### src/rtl/lzssrw_pkg.sv
`timescale 1ns / 1ps
// ----------------------------------------------------------------------------
// lzssrw_pkg
// Shared types and constants for the lzss ring window decompressor.
// ----------------------------------------------------------------------------
package lzssrw_pkg;

  localparam int WIN_AW    = 12;
  localparam int WIN_DEPTH = 1 << WIN_AW;
  localparam int LEN_W     = 17;
  localparam int COPY_W    = 5;

  localparam logic [LEN_W-1:0] LIMIT_RESET = LEN_W'(65536);

  typedef struct packed {
    logic [7:0] in_byte;
    logic       chunk_start;
  } in_item_t;

  typedef struct packed {
    logic [7:0] out_byte;
    logic       last;
    logic       overrun_error;
  } out_item_t;

  typedef enum logic [1:0] {
    CMD_CLEAR = 2'd0,
    CMD_LIT   = 2'd1,
    CMD_COPY  = 2'd2,
    CMD_ERR   = 2'd3
  } cmd_kind_t;

  // one unit of work for the back end
  typedef struct packed {
    cmd_kind_t          kind;
    logic [7:0]         data;
    logic [WIN_AW-1:0]  src;
    logic [COPY_W-1:0]  len;
    logic               last;
  } cmd_t;

endpackage

### src/rtl/lzssrw_queue.sv
`timescale 1ns / 1ps
// ----------------------------------------------------------------------------
// lzssrw_queue
// Small command fifo between the parser and the copy engine.
// ----------------------------------------------------------------------------
module lzssrw_queue #(
  parameter int DEPTH = 4
) (
  input  logic                          clk,
  input  logic                          rst,
  input  logic                          push,
  input  lzssrw_pkg::cmd_t              push_cmd,
  input  logic                          pop,
  output lzssrw_pkg::cmd_t              head,
  output logic                          empty,
  output logic                          full,
  output logic [$clog2(DEPTH+1)-1:0]    count
);
  import lzssrw_pkg::*;

  localparam int AW = (DEPTH > 1) ? $clog2(DEPTH) : 1;
  localparam int CW = $clog2(DEPTH+1);

  cmd_t          slots [DEPTH];
  logic [AW-1:0] wr_ptr, rd_ptr;

  assign head  = slots[rd_ptr];
  assign empty = (count == '0);
  assign full  = (count == CW'(DEPTH));

  always_ff @(posedge clk) begin
    if (push) begin
      slots[wr_ptr] <= push_cmd;
    end
  end

  always_ff @(posedge clk) begin
    if (rst) begin
      wr_ptr <= '0;
      rd_ptr <= '0;
      count  <= '0;
    end else begin
      if (push) begin
        wr_ptr <= (wr_ptr == AW'(DEPTH-1)) ? '0 : wr_ptr + AW'(1);
      end
      if (pop) begin
        rd_ptr <= (rd_ptr == AW'(DEPTH-1)) ? '0 : rd_ptr + AW'(1);
      end
      count <= count + CW'(push) - CW'(pop);
    end
  end

endmodule

### config.mk
export PLATFORM = sky130hd
export DESIGN_NAME = lzssrw_queue
export DESIGN_NICKNAME = d
export VERILOG_FILES = /design/src/rtl/lzssrw_pkg.sv /design/src/rtl/lzssrw_queue.sv
export SDC_FILE = /design/constraint.sdc
export NUM_CORES = 1
export LEC_CHECK = 0
export ABC_AREA = 0
export BUFFER_PORTS_ARGS = -buffer_cell sky130_fd_sc_hd__clkbuf_2
export CAP_MARGIN = 30
export CORE_AREA = 2 2 84 106
export DETAILED_ROUTE_END_ITERATION = 7
export DIE_AREA = 0 0 86 108
export PLACE_DENSITY = 0.77
export SYNTH_ARGS = -nofsm -noshare
export SYNTH_HDL_FRONTEND = slang
export SYNTH_SLANG_ARGS = --single-unit
### constraint.sdc
create_clock -name clk -period 1.9 [get_ports clk]
set_input_delay 0.19 -clock clk [delete_from_list [all_inputs] [get_ports clk]]
set_output_delay 0.19 -clock clk [all_outputs]
set_load 0.01 [all_outputs]
Word level (Yosys, flattened, before mapping):

Memory sizes are Yosys's and may differ from the RTL's. A register that Yosys moved wholly into a read port is not among the register bits.
Cells that the tools add are included.
W data, S select, Z words.

* bitwise logic cells: 0
* shift operators: 0
* divide/modulo/power cells: 0
* eq/ne operators: 3
* multiplexer cells: 6
* add/sub/neg operators: 4
* order comparisons: 0
* multipliers: 0
* reductions and logical operators: 1

Operator list (count)
* $mux W2: 4
* $add A2 B1 Y2 const B: 2
* $eq A2 B2 Y1 const B: 2
* $add A3 B1 Y3: 1
* $eq A3 B3 Y1 const B: 1
* $logic_not A3 Y1: 1
* $sub A3 B1 Y3: 1
* $mux W1: 2

* bits in writable memories: 112
* bits in registers: 7
* bits of input ports: 32
* output and inout port bits: 33
* ROM bits: 0
* latch bits: 0
* logic and storage cells: 18
* memories: 1

Memory list
* slots: words 4, width 28, rd ports 1, clocked after memory_dff 1, write ports 1, RTL line lzssrw_queue.sv:24 `cmd_t slots [DEPTH];`

Depth between registers and ports, before layout:

Gate-level depths: netlist (run 1).

* depth in word-level cells: 4
* mapped depth: 7

Worst setup path after synthesis (run 1):

Ideal clock, no wire load.

* kind: reg2reg
* from: register wr_ptr[0]
* to: memory slots[2][0] (netlist name) (enable)
* arrival: 1.238 ns
* setup time: 0.387 ns
* cell stages (with the launch flop): 4
* required time: 1.513 ns
* path buffers: 0
* setup slack: 0.275 ns
* cell sequence: dfxtp_1 > inv_1 > ha_1 > and2_1

RTL lines
* from (decl): RTL line lzssrw_queue.sv:25 `logic [AW-1:0] wr_ptr, rd_ptr;`
* from (signal assigned): RTL line lzssrw_queue.sv:44 `wr_ptr <= (wr_ptr == AW'(DEPTH-1)) ? '0 : wr_ptr + AW'(1);`
* to (decl): RTL line lzssrw_queue.sv:24

Straight into the memory's write port.

==> out/qor.csv, run 1 <==
stage,metric,value,unit
run_status,status,"finished, violations left",
run_status,violations,negative setup slack,
floorplanning,io_pins,65,
power_and_ir_drop,power_density,1170,nW/um^2
yosys,synth_area,4540,um^2
global_routing,grt_pass1_vias,2419,
route,finalWirelength,8110,um
sta,setup_violations,21,
cts,cts_max_level,4,
placed_design,dp_hpwl,4220,um
cts,root_buffer,clkbuf_8,
yosys,synth_flop_cell,edfxtp_1,
floorplanning,coreArea,8190,um^2
critical_path,critical_path_class,reg -> out,
yosys,yosys-top-cells-area,"edfxtp_1 (74%), mux4_2 (9.9%), mux4_1 (4.6%)",
yosys,synth_common_cells,"edfxtp_1 (112), mux4_2 (20), dfxtp_1 (9)",
yosys,synth_top_area_share,74.0,%
yosys,synth_most_common_cell,edfxtp_1,
global_routing,overflow,0,
route,firstDrtPassIters,4,
cts,numCtsBuffers,17,
cts,insertion_delay,0.51,ns
floorplanning,die_w,86,um
yosys,ys_types,20,
sta,max-slew-margin-rel,72.4,%
sta,worstMarginPinSlew,0.414,ns
yosys,syn_nets,229,
floorplanning,die_h,108,um
critical_path,critPathMaxStageDelay,0.51,ns
route,vias,2256,
critical_path,crit_path_end_kind,output pin,
final_layout,area_growth,31.9,%
route,via_per_inst,5.42,
yosys,yosysSeqAreaShare,78.0,%
yosys,synth-async-reset-ratio,0,%
power_and_ir_drop,p_leak,2.19,nW
sta,clock_skew,0.00772,ns
final_layout,antenna_cells,0,
sta,final_max_slew_viol_count,0,
route,drt_iter0_markers,168,
flow_run,max-cap-violations,0,
cts,clk_pin_slew,0.06,ns
global_routing,grt_max_degree,29,
final_layout,nets,346,
power_and_ir_drop,total_power,0.00703,W
cts,clk_path_buf_depth,2,
placed_design,gp_congestion,0.660,
critical_path,critical_path_required,1.71,ns
critical_path,cpMaxStageDelayCell,mux4_2,
power_and_ir_drop,max-vdd-ir-drop,0.722,mV
global_routing,grt_pass1_wl,12800,um
critical_path,cp_max_fo,5,
route,route.detailed.drc,0,
sta,post-route-period-util,104,%
route,wl_per_cell,19.5,um
sta,finalWorstSetupSlack,-0.0785,ns
placed_design,io_buffers,64,
yosys,syn_inst,189,
final_layout,drive_gt1_share,42.0,%
yosys,yosysTopAreaCell,edfxtp_1,
floorplanning,rows,37,
yosys,synth-seq-cells,121,
sta,rsz0062_at_grt,true,
yosys,synth.avg_cell_area,24.0,um^2
critical_path,cp_cell_sequence,buf_12 > buf_16 > mux4_2 > buf_6,
cts,numClockSinks,121,
sta,final.setup.tns,-0.771,ns
global_routing,antenna_found_initial,0,
critical_path,startpoint_type,flip-flop,
cts,tritoncts,built,
yosys,synth_enable_flop_cells,112,
floorplanning,die_area,9290,um^2
sta,hold_violations,0,
hold_path,hp-class,in -> reg,
sta,max_clock_freq,505,MHz
critical_path,arrival,1.79,ns
global_routing,track_usage,19.4,%
yosys,yosys_warnings,0,
floorplanning,initial_utilization,55.5,%
sta,final.min_clock_period,1.98,ns
route,ant_nets,0,
sequential cells by signal, summed over array words and instances, names as in the netlist, named ones only:
signal and count:
count 3, slots 112, wr_ptr 2, rd_ptr 2
logic make-up after synthesis:
group,count (synthesis),share of synthesized area (%)
AND/OR/NAND/NOR,15,1.98
adder cells (fa/ha/maj),8,2.37
XOR/XNOR,1,0.523
AO/OA/AOI/OAI,2,0.220
flip-flops,121,78.0
multiplexers,30,15.0
buffers and inverters,12,1.95
stage by stage:
step / worst slack (ns) / instance area, um^2 / hold slack, ns / instances / util, %
6_report: -0.0785 / 5990 / 0.0309 / 416 / 73.1
5_1_grt: -0.126 / 5990 / 0.0444 / 416 / 73.1
4_1_cts: -0.0961 / 5990 / 0.0155 / 416 / 73.1
3_5_place_dp: 0.295 / 5020 / 0.414 / 351 / 61.3
3_3_place_gp: 0.342 / 5020 / 0.404 / 351 / 61.3
2_1_floorplan: 0.275 / 4540 / 0.259 / 189 / -
layout make-up:
cell class	count	area (um^2)
fillers	474	2200
multi-input cells	56	882
repair buffers	104	808
clock inverters	9	145
clock buffers	23	467
well taps	97	121
inverters	6	22.5
flip-flops and latches	121	3550
layout by cell type (no fill, tap or decap):
master         netlist  layout
and2_1               4       4
dfxtp_1              9       8
fa_1                 1       1
mux2i_1              2       2
inv_1                6       6
dfxtp_4              0       1
nor2_1               3       3
a21oi_1              2       2
bufinv_16            0       4
clkbuf_1             0       3
edfxtp_1           112     112
and3_1               1       1
nand2b_1             2       2
clkbuf_8             0       4
clkbuf_16            0      16
buf_4                0       2
ha_1                 7       7
buf_6                1       2
mux4_2              20      28
or3b_2               2       2
clkbuf_2             0      63
clkinv_2             0       5
buf_16               0       2
xor3_1               1       1
nor3_1               1       1
nor2b_1              2       2
buf_12               2       5
dlygate4sd3_1        0      30
where the power goes:
group          switching [W]  total [W]  leakage, nW  internal, W
logic               0.000308   0.000672        0.776     0.000364
registers          0.0000529    0.00310         1.10      0.00304
clock network        0.00104    0.00326        0.306      0.00222
total                0.00140    0.00703         2.19      0.00563
critical path, delay by kind of cell, from the launching register on:
| kind | cells | cell delay [ns] |
|---|---|---|
| muxes | 1 | 0.51 |
| buffers and inverters | 3 | 0.39 |
| DFF | 1 | 0.38 |
routing by layer:
metal  vias up  share of wire, %  GRT usage (%)
met4         0               2.4           9.98
met5         -                 0              0
met3        18               4.1           5.88
met1      1151                40           23.9
met2        65                53           31.0
li1       1022                 -              -
repair_timing:
| item | CTS | global route |
|---|---|---|
| setup endpoints to repair | 28 | 28 |
| hold buffers | 30 | 0 |
| gates resized for setup | 12 | 2 |
| pin swaps | 0 | 0 |
| endpoints found under the hold margin | 121 | 0 |
| gates cloned | 2 | 0 |
| setup buffers | 1 | 0 |
path summary, 6_finish.rpt:
check	cells past startpoint	end	from	slack (ns)
worst max register to register	7	count[2]	count[0]	0.29
worst min-delay path	3	wr_ptr[1]	push	0.03
worst min register to register	2	flip-flop	rd_ptr[0]	0.51
worst max-delay path	4	head[10]	flip-flop	-0.08
Note: power is estimated with default switching activity, not from simulation.
==> inputs of run 2 (changes only) <==
--- a/config.mk
+++ b/config.mk
@@ -11,7 +11,7 @@
 export CORE_AREA = 2 2 84 106
 export DETAILED_ROUTE_END_ITERATION = 7
 export DIE_AREA = 0 0 86 108
-export PLACE_DENSITY = 0.77
+export PLACE_DENSITY = 0.81
 export SYNTH_ARGS = -nofsm -noshare
 export SYNTH_HDL_FRONTEND = slang
 export SYNTH_SLANG_ARGS = --single-unit
==> run 2 against run 1 <==
The run still ends with negative setup slack left. Clock skew rose by 0.0018 ns. Combinational power rose by 4.2%. Critical path depth did not move.
==> out/qor.csv, run 2 (same netlist as run 1, synthesis figures left out) <==
stage,metric,value,unit,change
sta,final.min_clock_period,1.98,ns,-0.000220 ns
placed_design,io_buffers,64,,unchanged
sta,max-slew-margin-rel,71.3,%,-1.1 points
global_routing,met3_usage,6.56,%,+0.69 points
floorplanning,die_area,9290,um^2,unchanged
global_routing,grt_pass1_vias,2467,,+2.0%
cts,insertion_delay,0.50,ns,about the same
floorplanning,die_h,108,um,unchanged
global_routing,grt_pass1_wl,12700,um,-0.75%
sta,setup_violations,28,,+33%
final_layout,nets,351,,+1.4%
final_layout,area_growth,33.9,%,
floorplanning,io_pins,65,,unchanged
cts,root_buffer,clkbuf_8,,
sta,max_clock_freq,505,MHz,about the same
global_routing,grt_max_degree,29,,unchanged
final_layout,final_cell_mix,"edfxtp_1 (112), clkbuf_2 (61), dlygate4sd3_1 (29)",,
critical_path,cp_max_fo,6,,+1
power_and_ir_drop,power_density,1180,nW/um^2,+0.41%
final_layout,regMostFlops,slots,,
floorplanning,initial_utilization,55.5,%,unchanged
critical_path,critical_path_required,1.71,ns,about the same
power_and_ir_drop,p_leak,2.23,nW,+1.9%
global_routing,track_usage,19.2,%,-0.11 points
sta,post-route-period-util,104,%,about the same
critical_path,arrival,1.79,ns,about the same
placed_design,gp_congestion,0.741,,+12%
cts,clk_pin_slew,0.05,ns,about the same
flow_run,max-cap-violations,0,,unchanged
run_status,violations,negative setup slack,,
cts,cts_max_level,4,,unchanged
sta,hold_violations,0,,unchanged
final_layout,antenna_cells,0,,unchanged
final_layout,largest_reg_flops,112,,unchanged
cts,numClockSinks,121,,unchanged
floorplanning,rows,37,,unchanged
floorplanning,coreArea,8190,um^2,unchanged
route,ant_nets,0,,unchanged
critical_path,critical_path_class,reg -> out,,
cts,clk_path_buf_depth,2,,unchanged
cts,tritoncts,built,,
route,firstDrtPassIters,4,,unchanged
global_routing,grtUsageMet2,33.6,%,+2.7 points
final_layout,top_regs,"slots (112), count (3)",,
route,finalWirelength,8250,um,+1.8%
sta,worstMarginPinSlew,0.431,ns,+0.0166 ns
floorplanning,die_w,86,um,unchanged
critical_path,startpoint_type,flip-flop,,
cts,numCtsBuffers,17,,unchanged
global_routing,grt_busiest_layer,met2,,
final_layout,layout_commonest_cell,edfxtp_1,,
sta,final.setup.tns,-1.51,ns,-0.734 ns
global_routing,overflow,0,,unchanged
critical_path,r2r_slack,0.24,ns,-0.05 ns
power_and_ir_drop,max-vdd-ir-drop,1.25,mV,+73%
route,wl_per_cell,19.6,um,+0.79%
hold_path,hp-class,in -> reg,,
final_layout,nFillCells,469,,-1.1%
route,via_per_inst,5.50,,+1.5%
route,vias,2312,,+2.5%
sta,finalWorstSetupSlack,-0.0783,ns,+0.000220 ns
global_routing,met1_usage,21.6,%,-2.3 points
global_routing,antenna_found_initial,0,,unchanged
sta,clock_skew,0.00947,ns,+0.00175 ns
placed_design,dp_hpwl,4690,um,+11%
sta,final_max_slew_viol_count,0,,unchanged
sta,whs,0.0635,ns,+0.0327 ns
final_layout,drive_gt1_share,43.7,%,+1.6 points
sta,rsz0062_at_grt,true,,
route,drt_iter0_markers,127,,-24%
critical_path,crit_path_end_kind,output pin,,
run_status,status,"finished, violations left",,
route,route.detailed.drc,0,,unchanged
-- run 2: cell types whose count changed in the layout (fill, tap and decap cells not counted), moves of 3 or more --
cell      before  now
clkinv_4       0    6
buf_4          2    7
clkinv_2       5    0
buf_12         5    8
clkbuf_1       3    0
clkbuf_8       4    1
-- run 2: layout make-up --
cell class              instances  area, um^2  share of cell area [%]
repair buffers                109         867                    14.2
multi-input cells              56         892                    14.7
flip-flops and latches        121        3550                    58.3
well taps                      97         121                    1.99
inverters                       6        22.5                   0.370
clock inverters                14         223                    3.66
clock buffers                  17         414                    6.80
-- run 2: path summary, 6_finish.rpt --
path	start	to	cells after the start
hold / removal	pop	rd_ptr[1]	3
setup / recovery	flip-flop	head[11]	4
setup reg to reg	count[0]	count[2]	7
hold reg to reg	rd_ptr[0]	flip-flop	2
-- run 2: timing repair --
action / 4_1_cts / 5_1_grt
gates cloned: 0 / 1
gates resized for setup: 10 / 7
endpoints found under the hold margin: 121 / 0
setup buffers: 3 / 2
hold buffers: 29 / 0
endpoints found under the setup margin: 28 / 28
-- run 2: power breakdown --
group          internal, W  switching (W)
registers          0.00304      0.0000525
clock network      0.00226        0.00111
logic             0.000383       0.000318
-- run 2: worst max-delay path: stages (launching register included) --
cell	delay [ns]
dfxtp_4	0.38
buf_12	0.14
buf_12	0.12
mux4_2	0.51
buf_6	0.14
-- run 2: per-stage QoR --
stage               util (%)  area, um^2  setup slack (ns)  power (W)  instances
global route            74.3        6090            -0.152    0.00742        420
detailed placement      61.5        5040             0.250    0.00374        354
finish                  74.3        6090           -0.0783    0.00717        420
floorplan                  -        4540             0.275    0.00349        189
CTS                     73.4        6020            -0.114    0.00721        417
global placement        61.5        5040             0.344    0.00372        354
-- run 2: layer usage --
metal	vias up	wire, um
li1	1030	-
met1	1196	3270
met2	79	4480
met3	7	409
met4	0	96
met5	-	0
