==> src/rtl/lzssrw_pkg.sv <==
`timescale 1ns / 1ps
// ----------------------------------------------------------------------------
// lzssrw_pkg
// Shared types and constants for the lzss ring window decompressor.
// ----------------------------------------------------------------------------
package lzssrw_pkg;

  localparam int WIN_AW    = 12;
  localparam int WIN_DEPTH = 1 << WIN_AW;
  localparam int LEN_W     = 17;
  localparam int COPY_W    = 5;

  localparam logic [LEN_W-1:0] LIMIT_RESET = LEN_W'(65536);

  typedef struct packed {
    logic [7:0] in_byte;
    logic       chunk_start;
  } in_item_t;

  typedef struct packed {
    logic [7:0] out_byte;
    logic       last;
    logic       overrun_error;
  } out_item_t;

  typedef enum logic [1:0] {
    CMD_CLEAR = 2'd0,
    CMD_LIT   = 2'd1,
    CMD_COPY  = 2'd2,
    CMD_ERR   = 2'd3
  } cmd_kind_t;

  // one unit of work for the back end
  typedef struct packed {
    cmd_kind_t          kind;
    logic [7:0]         data;
    logic [WIN_AW-1:0]  src;
    logic [COPY_W-1:0]  len;
    logic               last;
  } cmd_t;

endpackage

==> src/rtl/lzssrw_front.sv <==
`timescale 1ns / 1ps
// ----------------------------------------------------------------------------
// lzssrw_front
// Parses the compressed byte stream: header, flag bytes, literals and copy
// tokens. Turns chunk starts, literals, copy tokens and header overruns into commands for the back end.
// ----------------------------------------------------------------------------
module lzssrw_front (
  input  logic                          clk,
  input  logic                          rst,
  input  logic                          in_valid,
  output logic                          in_stall,
  input  lzssrw_pkg::in_item_t          in_item,
  input  logic                          cfg_valid,
  input  logic                          cfg_ready,
  input  logic [lzssrw_pkg::LEN_W-1:0]  cfg_data,
  input  logic                          q_full,
  output logic                          push,
  output lzssrw_pkg::cmd_t              push_cmd
);
  import lzssrw_pkg::*;

  typedef enum logic [5:0] {
    PH_IDLE   = 6'b000001,
    PH_HDR_HI = 6'b000010,
    PH_FLAG   = 6'b000100,
    PH_LIT    = 6'b001000,
    PH_TOK_LO = 6'b010000,
    PH_TOK_HI = 6'b100000
  } phase_t;

  phase_t             phase, phase_next;
  logic [LEN_W-1:0]   output_limit;
  logic [LEN_W-1:0]   remaining, remaining_next;
  logic [7:0]         flag_shift, flag_shift_next;
  logic [3:0]         flags_left, flags_left_next;
  logic [7:0]         held, held_next;

  logic               accept;
  logic [LEN_W-1:0]   hdr_len;
  logic [COPY_W-1:0]  tok_len;
  logic [COPY_W-1:0]  clip;
  logic [LEN_W-1:0]   item_rem;
  logic [7:0]         shift_adv;
  logic [3:0]         left_adv;
  phase_t             item_phase;

  assign in_stall = q_full;
  assign accept   = in_valid && !q_full;

  assign hdr_len = {1'b0, in_item.in_byte, held} + LEN_W'(1);
  assign tok_len = {1'b0, in_item.in_byte[7:4]} + COPY_W'(3);
  assign clip    = ({{(LEN_W-COPY_W){1'b0}}, tok_len} > remaining) ?
                   remaining[COPY_W-1:0] : tok_len;

  // remaining count and phase after one literal or copy item
  assign item_rem  = (phase == PH_LIT) ? remaining - LEN_W'(1) :
                     remaining - {{(LEN_W-COPY_W){1'b0}}, clip};
  assign shift_adv = {1'b0, flag_shift[7:1]};
  assign left_adv  = flags_left - 4'd1;

  always_comb begin
    if (item_rem == '0) begin
      item_phase = PH_IDLE;
    end else if (left_adv == 4'd0) begin
      item_phase = PH_FLAG;
    end else if (shift_adv[0]) begin
      item_phase = PH_LIT;
    end else begin
      item_phase = PH_TOK_LO;
    end
  end

  always_comb begin
    phase_next      = phase;
    remaining_next  = remaining;
    flag_shift_next = flag_shift;
    flags_left_next = flags_left;
    held_next       = held;
    push            = 1'b0;
    push_cmd        = '{kind: CMD_CLEAR, data: in_item.in_byte,
                        src: {in_item.in_byte[3:0], held}, len: clip,
                        last: 1'b0};
    if (accept) begin
      if (in_item.chunk_start) begin
        push            = 1'b1;
        push_cmd.kind   = CMD_CLEAR;
        held_next       = in_item.in_byte;
        remaining_next  = '0;
        flag_shift_next = '0;
        flags_left_next = '0;
        phase_next      = PH_HDR_HI;
      end else begin
        case (phase)
          PH_HDR_HI: begin
            if (hdr_len > output_limit) begin
              push          = 1'b1;
              push_cmd.kind = CMD_ERR;
              push_cmd.last = 1'b1;
              phase_next    = PH_IDLE;
            end else begin
              remaining_next = hdr_len;
              phase_next     = PH_FLAG;
            end
          end
          PH_FLAG: begin
            flag_shift_next = in_item.in_byte;
            flags_left_next = 4'd8;
            phase_next      = in_item.in_byte[0] ? PH_LIT : PH_TOK_LO;
          end
          PH_LIT: begin
            push            = 1'b1;
            push_cmd.kind   = CMD_LIT;
            push_cmd.last   = (item_rem == '0);
            remaining_next  = item_rem;
            phase_next      = item_phase;
            if (item_rem != '0) begin
              flag_shift_next = shift_adv;
              flags_left_next = left_adv;
            end
          end
          PH_TOK_LO: begin
            held_next  = in_item.in_byte;
            phase_next = PH_TOK_HI;
          end
          PH_TOK_HI: begin
            push            = 1'b1;
            push_cmd.kind   = CMD_COPY;
            push_cmd.last   = (item_rem == '0);
            remaining_next  = item_rem;
            phase_next      = item_phase;
            if (item_rem != '0) begin
              flag_shift_next = shift_adv;
              flags_left_next = left_adv;
            end
          end
          default: begin
            phase_next = PH_IDLE;
          end
        endcase
      end
    end
  end

  always_ff @(posedge clk) begin
    if (rst) begin
      phase        <= PH_IDLE;
      output_limit <= LIMIT_RESET;
      remaining    <= '0;
      flag_shift   <= '0;
      flags_left   <= '0;
      held         <= '0;
    end else begin
      phase      <= phase_next;
      remaining  <= remaining_next;
      flag_shift <= flag_shift_next;
      flags_left <= flags_left_next;
      held       <= held_next;
      if (cfg_valid && cfg_ready) begin
        output_limit <= cfg_data;
      end
    end
  end

endmodule

==> config.mk <==
export PLATFORM = sky130hd
export DESIGN_NAME = lzssrw_front
export DESIGN_NICKNAME = d
export VERILOG_FILES = /design/src/rtl/lzssrw_pkg.sv /design/src/rtl/lzssrw_front.sv
export SDC_FILE = /design/constraint.sdc
export NUM_CORES = 1
export LEC_CHECK = 0
export ABC_CLOCK_PERIOD_IN_PS = 9920
export BUFFER_PORTS_ARGS = -buffer_cell sky130_fd_sc_hd__buf_4
export CORE_AREA = 5 5 123 137
export DETAILED_ROUTE_END_ITERATION = 8
export DIE_AREA = 0 0 128 142
export GPL_ROUTABILITY_DRIVEN = 1
export GPL_TIMING_DRIVEN = 0
export HOLD_SLACK_MARGIN = 0.12
export PLACE_DENSITY_LB_ADDON = 0.2
export SLEW_MARGIN = 40
export SYNTH_ARGS = -nofsm -noshare
export SYNTH_HDL_FRONTEND = slang
export SYNTH_SLANG_ARGS = --single-unit
==> constraint.sdc <==
create_clock -name clk -period 9.92 [get_ports clk]
set_input_delay 0.992 -clock clk [delete_from_list [all_inputs] [get_ports clk]]
set_output_delay 0.992 -clock clk [all_outputs]
set_load 0.005 [all_outputs]
# --- After elaboration in Yosys (flattened, before gate mapping) ---
# Cells that the tools add are included.
word_totals:
  reg_bits: 60
  inputBits: 32
  output_inout_bits: 30
  word_cells: 64
classes:
  add_sub_neg: 5
  n_lt_le_gt_ge: 2
  eq_ne: 7
  n_mux: 31
  reduce_logical: 13
op_table:
  columns: ["op", "count"]
  rows:
  - ["17-bit two-way mux", 3]
  - ["17-bit case mux with 2 select lines", 1]
  - ["8-bit two-way mux", 4]
  - ["5-bit two-way mux", 5]
  - ["6-bit case mux with 4 select lines", 1]
  - ["16-bit by 1-bit adder with 17-bit output, second input constant", 1]
  - ["17-bit greater-than comparator", 1]
  - ["5-bit by 17-bit greater-than comparator with 1-bit output", 1]
  - ["17-bit logical NOT", 1]
  - ["17-bit nonzero test", 1]
  - ["17-bit by 1-bit subtractor with 17-bit output, second input constant", 1]
  - ["17-bit by 5-bit subtractor with 17-bit output", 1]
  - ["8-bit case mux with 2 select lines", 1]
  - ["4-bit two-way mux", 2]
  - ["4-bit case mux with 2 select lines", 1]
  - ["6-bit by 2-bit equality test with 1-bit output, second input constant", 1]
  - ["6-bit by 3-bit equality test with 1-bit output, second input constant", 1]
  - ["6-bit by 4-bit equality test with 1-bit output, second input constant", 1]
  - ["6-bit by 5-bit equality test with 1-bit output, second input constant", 1]
  - ["6-bit equality test, second input constant", 1]
  - ["2-bit two-way mux", 3]
  - ["6-bit two-way mux", 1]
  - ["2-bit case mux with 3 select lines", 1]
  - ["3-bit AND reduction", 2]
  - ["14 further kinds", 21]

# --- Depth between registers and ports, before layout ---
logic_depth:
  ltp_word: 9
  depth_mapped: 22
  depth_no_buf: 21

# --- Least setup slack after synthesis ---
# Ideal clock, no wire load.
synth_path:
  path_type: "in2out"
  start: "input in_item[7] in the netlist's numbering"
  end: "output push_cmd[0] in the netlist's numbering"
  arrival_ns: 5.519
  t_required_ns: 8.928
  slack_ns: 3.409
  cell_stages: 18
  path_buffers: 1
  cell_sequence: "clkbuf_1 o21ai_0 xnor2_1 ha_1 and3_1 a311o_1 a2111oi_4 mux2i_1 a21o_1 ha_1 inv_1 fa_1 a211oi_1 o21ai_1 or3_1 a2111oi_4 nand2_1 a21oi_1"
synth_lines:
  columns: ["element", "line_no", "rtl"]
  rows:
  - ["from (decl)", "lzssrw_front.sv:12", "input lzssrw_pkg::in_item_t in_item,"]
  - ["to (decl)", "lzssrw_front.sv:18", "output lzssrw_pkg::cmd_t push_cmd"]

==> results.md <==
| Group | Metric | Value |
|---|---|---|
| routing | Number of iterations in the first detailed-routing pass | 7 |
| cells and area | Share of post-route cells with drive strength above 1 | 19.6% |
| cells and area | Final #Nets | 693 |
| yosys | Syn_nets | 623 |
| floorplanning | Die Outline Area | 18200 µm² |
| cts | Cells resized by post-CTS repair | 0 |
| place | HPWL after DPL | 11.5 mm |
| sta | Final worst setup slack | 2.12 ns |
| routing | Average routed wire per standard cell | 17.4 µm |
| global routing | Overflow after GRT | 0 |
| global routing | Overall track demand over capacity in global routing | 16.4% |
| cts | Clock network latency to the later pin of the worst-skew pair | 0.34 ns |
| cells and area | Final design area excluding fillers | 5510 µm² |
| sta | Max-slew headroom | 47.4% |
| yosys | Xor/xnor share of the synthesized area | 5.27% |
| routing | Post-Route WL | 14.5 mm |
| pwr | Power density normalized to cell area | 141 nW/µm² |
| sta | Final critical path time including I/O delays and setup | 7.80 ns |
| setup path | Largest stage delay, worst path | 0.55 ns |
| routing | Remaining routing DRC violations | 0 |
| cts | Clock-pin slew reported for the worst setup and hold paths after clock tree synthesis | 0.05 ns |
| routing | Post-route ant nets | 0 |
| yosys | Syn Std Cell Area | 4480 µm² |
| cells and area | Antenna diode count | 0 |
| yosys | Number of unique standard cell types used by synthesis | 77 |
| setup path | Worst R2R Start | remaining[1]$_SDFFE_PP0P_ |
| yosys | Mean Syn Cell Area | 8.03 µm² |
| place | IO buf count | 59 |
| setup path | Arrival time of the worst setup path | 6.81 ns |
| cts | H-tree level count | 3 |
| cts | Buffers inserted during post-CTS setup optimization | 0 |
| yosys | Top post-synthesis cells by area | sky130_fd_sc_hd__dfxtp_1 (26%), sky130_fd_sc_hd__ha_1 (8.9%), sky130_fd_sc_hd__nand2_1 (6.4%) |
| setup path | Worst-path cell chain | buf_4 -> buf_4 -> inv_1 -> ha_1 -> xnor2_1 -> ha_1 -> and3_1 -> a311o_1 -> a2111oi_4 -> mux2i_1 -> a21o_1 -> ha_1 -> inv_1 -> fa_1 -> a211oi_1 -> o21ai_1 -> or3_1 -> a2111oi_4 -> nand2_1 -> a21oi_1 -> buf_4 |
| sta | Count of pins over their slew limit | 0 |
| setup path | Worst-path fanout max | 8 |
| setup path | Worst-path cell with the longest stage delay | sky130_fd_sc_hd__a2111oi_4 |
| yosys | Largest family of logic cells by synthesized area | simple AND/OR/NAND/NOR gates |
| yosys | Number of enable-type register cells in the synthesized netlist | 0 |
| floorplanning | Initial core utilization | 29.2% |
| global routing | Largest net degree at the start of global routing | 11 |
| cts | Total clock sinks | 59 |
| setup path | Critical path startpoint category | input pin |
| yosys | Number of instances in the synthesized netlist | 558 |
| place | Placer's final routability congestion estimate | 0.976 |
| sta | Final period utilization | 78.6% |
| yosys | Primary flip-flop cell chosen by synthesis mapping | sky130_fd_sc_hd__dfxtp_1 |
| worst hold path | Hold Crit Start | output_limit[2]$_SDFFE_PP0P_ |
| yosys | Synthesis Warnings | 0 |
| sta | Slew @ Worst Pin | 0.788 ns |
| floorplanning | I/O Pins | 62 |
| cells and area | Filler cell count | 1679 |
| sta | F_max | 128 MHz |
| sta | Setup-violating endpoint count in the final report | 0 |
| sta | Setup repair after global routing missed its margin | no |
| floorplanning | Vert. Die Dim | 142 µm |
| sta | Final-report hold violation count | 0 |
| yosys | Proportion of netlist area held by the largest area contributor | 26.3% |
| sta | Total negative setup slack | 0 ns |
| routing | Avg Vias per Cell | 5.24 |
| yosys | Compound-gate portion of the synthesized area | 21.6% |
| floorplanning | Width of the die | 128 µm |
| setup path | Worst Setup SP | in_item[5] |
| pwr | Peak ir drop on the vdd network | 0.0762 mV |
| global routing | Antenna violations before repair | 0 |
| yosys | Mux contribution to synthesized area | 5.69% |
| flow run | Maximum capacitance violations | 0 |
| routing | Overall via count from detail_route | 4368 |
| yosys | Part of the Yosys area used for sequential elements | 26.3% |
| cts | Num CTS Buffers | 9 |
| global routing | Via count of the first global-routing pass | 4451 |
| sta | Worst Clk Skew | 0.00715 ns |
| cells and area | P&R area growth vs syn | 22.9% |
| worst hold path | Min-delay worst type | flip-flop to flip-flop |
| cts | Clk buf depth | 2 |
| floorplanning | Core Box Area | 15400 µm² |
| yosys | Synthesized flop and latch total | 59 |
| setup path | Required time of the critical path | 8.93 ns |
| pwr | Leakage | 2.15 nW |
| setup path | CP Capture Type | output pin |
| yosys | Share of synthesized registers carrying an async set or reset | 0% |
| floorplanning | Core Rows | 48 |
| place | Minimum setup slack after placement | 2.18 ns |
| outcome | Result of the run | completed |
| routing | DRT iter0 DRCs | 255 |
| yosys | Post-synthesis share of cell area spent on full adders, half adders and majority gates | 9.38% |
| cts | CTS tree | done |
| cells and area | Non-filler instance count after layout | 833 |
| setup path | Worst Path Class, Setup | input pin to output pin |
| yosys | Library cell with the largest summed area after synthesis | sky130_fd_sc_hd__dfxtp_1 |
| place | Standard cell area after detailed placement | 5180 µm² |
| cts | Cell at the root of the clock tree | sky130_fd_sc_hd__clkbuf_16 |
| global routing | Global-route wire length before repair | 23.3 mm |
| cts | Quantity of hold-fixing buffers added after cts | 0 |
| yosys | Basic-gate share of the synthesized area counting and, or, nand and nor cells | 23.4% |
| place | Number of placed instances with taps included | 817 |
[cells in the mapped netlist, drive strengths merged (3+ instances only)]
| master | number |
|---|---|
| xnor2 | 20 |
| o21a | 7 |
| a211o | 4 |
| a211oi | 5 |
| and2b | 3 |
| o21ai | 20 |
| a21o | 4 |
| nand2 | 77 |
| nand4 | 13 |
| a31oi | 4 |
| dfxtp | 59 |
| nor2 | 39 |
| mux2i | 21 |
| or4 | 7 |
| xor2 | 7 |
| o2bb2ai | 9 |
| a21oi | 38 |
| buf | 20 |
| inv | 35 |
| or2 | 4 |
| nor3 | 13 |
| o31ai | 5 |
| or3 | 8 |
| and3 | 6 |
| and2 | 5 |
| a221oi | 3 |
| nor4 | 3 |
| mux2 | 4 |
| nor2b | 6 |
| a22oi | 3 |
| ha | 32 |
| nand4b | 3 |
| nand2b | 5 |
| o211ai | 6 |
| nand3 | 12 |
| clkbuf | 17 |
[worst max-delay path, delay by kind of cell]
| kind | cells | cell delay [ns] |
|---|---|---|
| xor gates and xnor gates | 1 | 0.21 |
| and+or+nand+nor | 3 | 0.80 |
| muxes | 1 | 0.38 |
| buffers and inverters | 5 | 0.61 |
| AOI/OAI and AO/OA | 7 | 2.68 |
| adders and majority gates | 4 | 1.13 |
[metal layers]
| layer | vias up | track usage [%] | routed length [µm] |
|---|---|---|---|
| met5 | - | 0 | 0 |
| met4 | 0 | 7.43 | 467 |
| met3 | 29 | 4.05 | 731 |
| met2 | 119 | 26.0 | 6670 |
| met1 | 2085 | 21.0 | 6600 |
| li1 | 2135 | - | - |
[flip-flops by register name (all words and copies together), names as in the netlist]
register	flops
flag_shift	7
flags_left	4
held	8
output_limit	17
phase	6
remaining	17
[final cells by class]
cell class | instances | area [µm²] | share of cell area, %
Clock inverter | 4 | 72.6 | 1.32
Tap cell | 200 | 250 | 4.54
Timing Repair Buffer | 59 | 443 | 8.04
Sequential cell | 59 | 1180 | 21.4
Multi-Input combinational cell | 426 | 2930 | 53.2
Inverter | 35 | 131 | 2.39
Clock buffer | 12 | 256 | 4.66
Buffer | 38 | 243 | 4.41
[placed cells by master (no fill, tap or decap), types with 5 or more instances in the layout]
cell	instances
sky130_fd_sc_hd__nand2_1	77
sky130_fd_sc_hd__xor2_1	7
sky130_fd_sc_hd__o211ai_1	5
sky130_fd_sc_hd__xnor2_1	20
sky130_fd_sc_hd__or3_1	5
sky130_fd_sc_hd__o21a_1	7
sky130_fd_sc_hd__clkbuf_16	9
sky130_fd_sc_hd__nor2_1	38
sky130_fd_sc_hd__clkbuf_1	15
sky130_fd_sc_hd__nand4_1	13
sky130_fd_sc_hd__o2bb2ai_1	8
sky130_fd_sc_hd__nand3_1	12
sky130_fd_sc_hd__o31ai_1	5
sky130_fd_sc_hd__or4_1	6
sky130_fd_sc_hd__o21ai_0	16
sky130_fd_sc_hd__ha_1	32
sky130_fd_sc_hd__nor3_1	13
sky130_fd_sc_hd__nor2b_1	6
sky130_fd_sc_hd__buf_4	73
sky130_fd_sc_hd__inv_1	35
sky130_fd_sc_hd__nand2b_1	5
sky130_fd_sc_hd__mux2i_1	21
sky130_fd_sc_hd__dfxtp_1	59
sky130_fd_sc_hd__a21oi_1	38
[stage by stage]
step / utilization, % / hold slack, ns / total power (W)
after floorplan: - / 0.432 / 0.000370
after global placement: 33.7 / 0.445 / 0.000428
after detailed placement: 33.7 / 0.452 / 0.000430
after CTS: 35.8 / 0.459 / 0.000780
after global routing: 35.8 / 0.480 / 0.000813
final: 35.8 / 0.457 / 0.000775
[kinds of logic (layout without fill, tap and decap cells)]
kind of cell / Yosys count / count (layout)
buffers and inverters: 73 / 148
AND/OR/NAND/NOR: 209 / 209
flip-flops: 59 / 59
XOR/XNOR: 27 / 27
AO/OA/AOI/OAI: 132 / 132
adder cells (fa/ha/maj): 33 / 33
multiplexers: 25 / 25
[power breakdown]
group	switching [W]	internal, W	total [W]	leakage [nW]
Clock	0.000115	0.000233	0.000348	0.159
Combinational	0.000102	0.0000762	0.000178	1.51
Sequential	0.00000567	0.000244	0.000250	0.479
Total	0.000222	0.000553	0.000775	2.15
[path summary, 6_finish.rpt]
path	endpoint	slack, ns	depth (start not counted)
worst max-delay path	push_cmd[0]	2.12	21
worst min-delay path	output_limit[2]$_SDFFE_PP0P_	0.46	2
worst max register to register	flags_left[3]$_SDFFE_PP0P_	4.46	16
worst min register to register	output_limit[2]$_SDFFE_PP0P_	0.46	2
No activity file was read; power rests on OpenSTA's default activity.
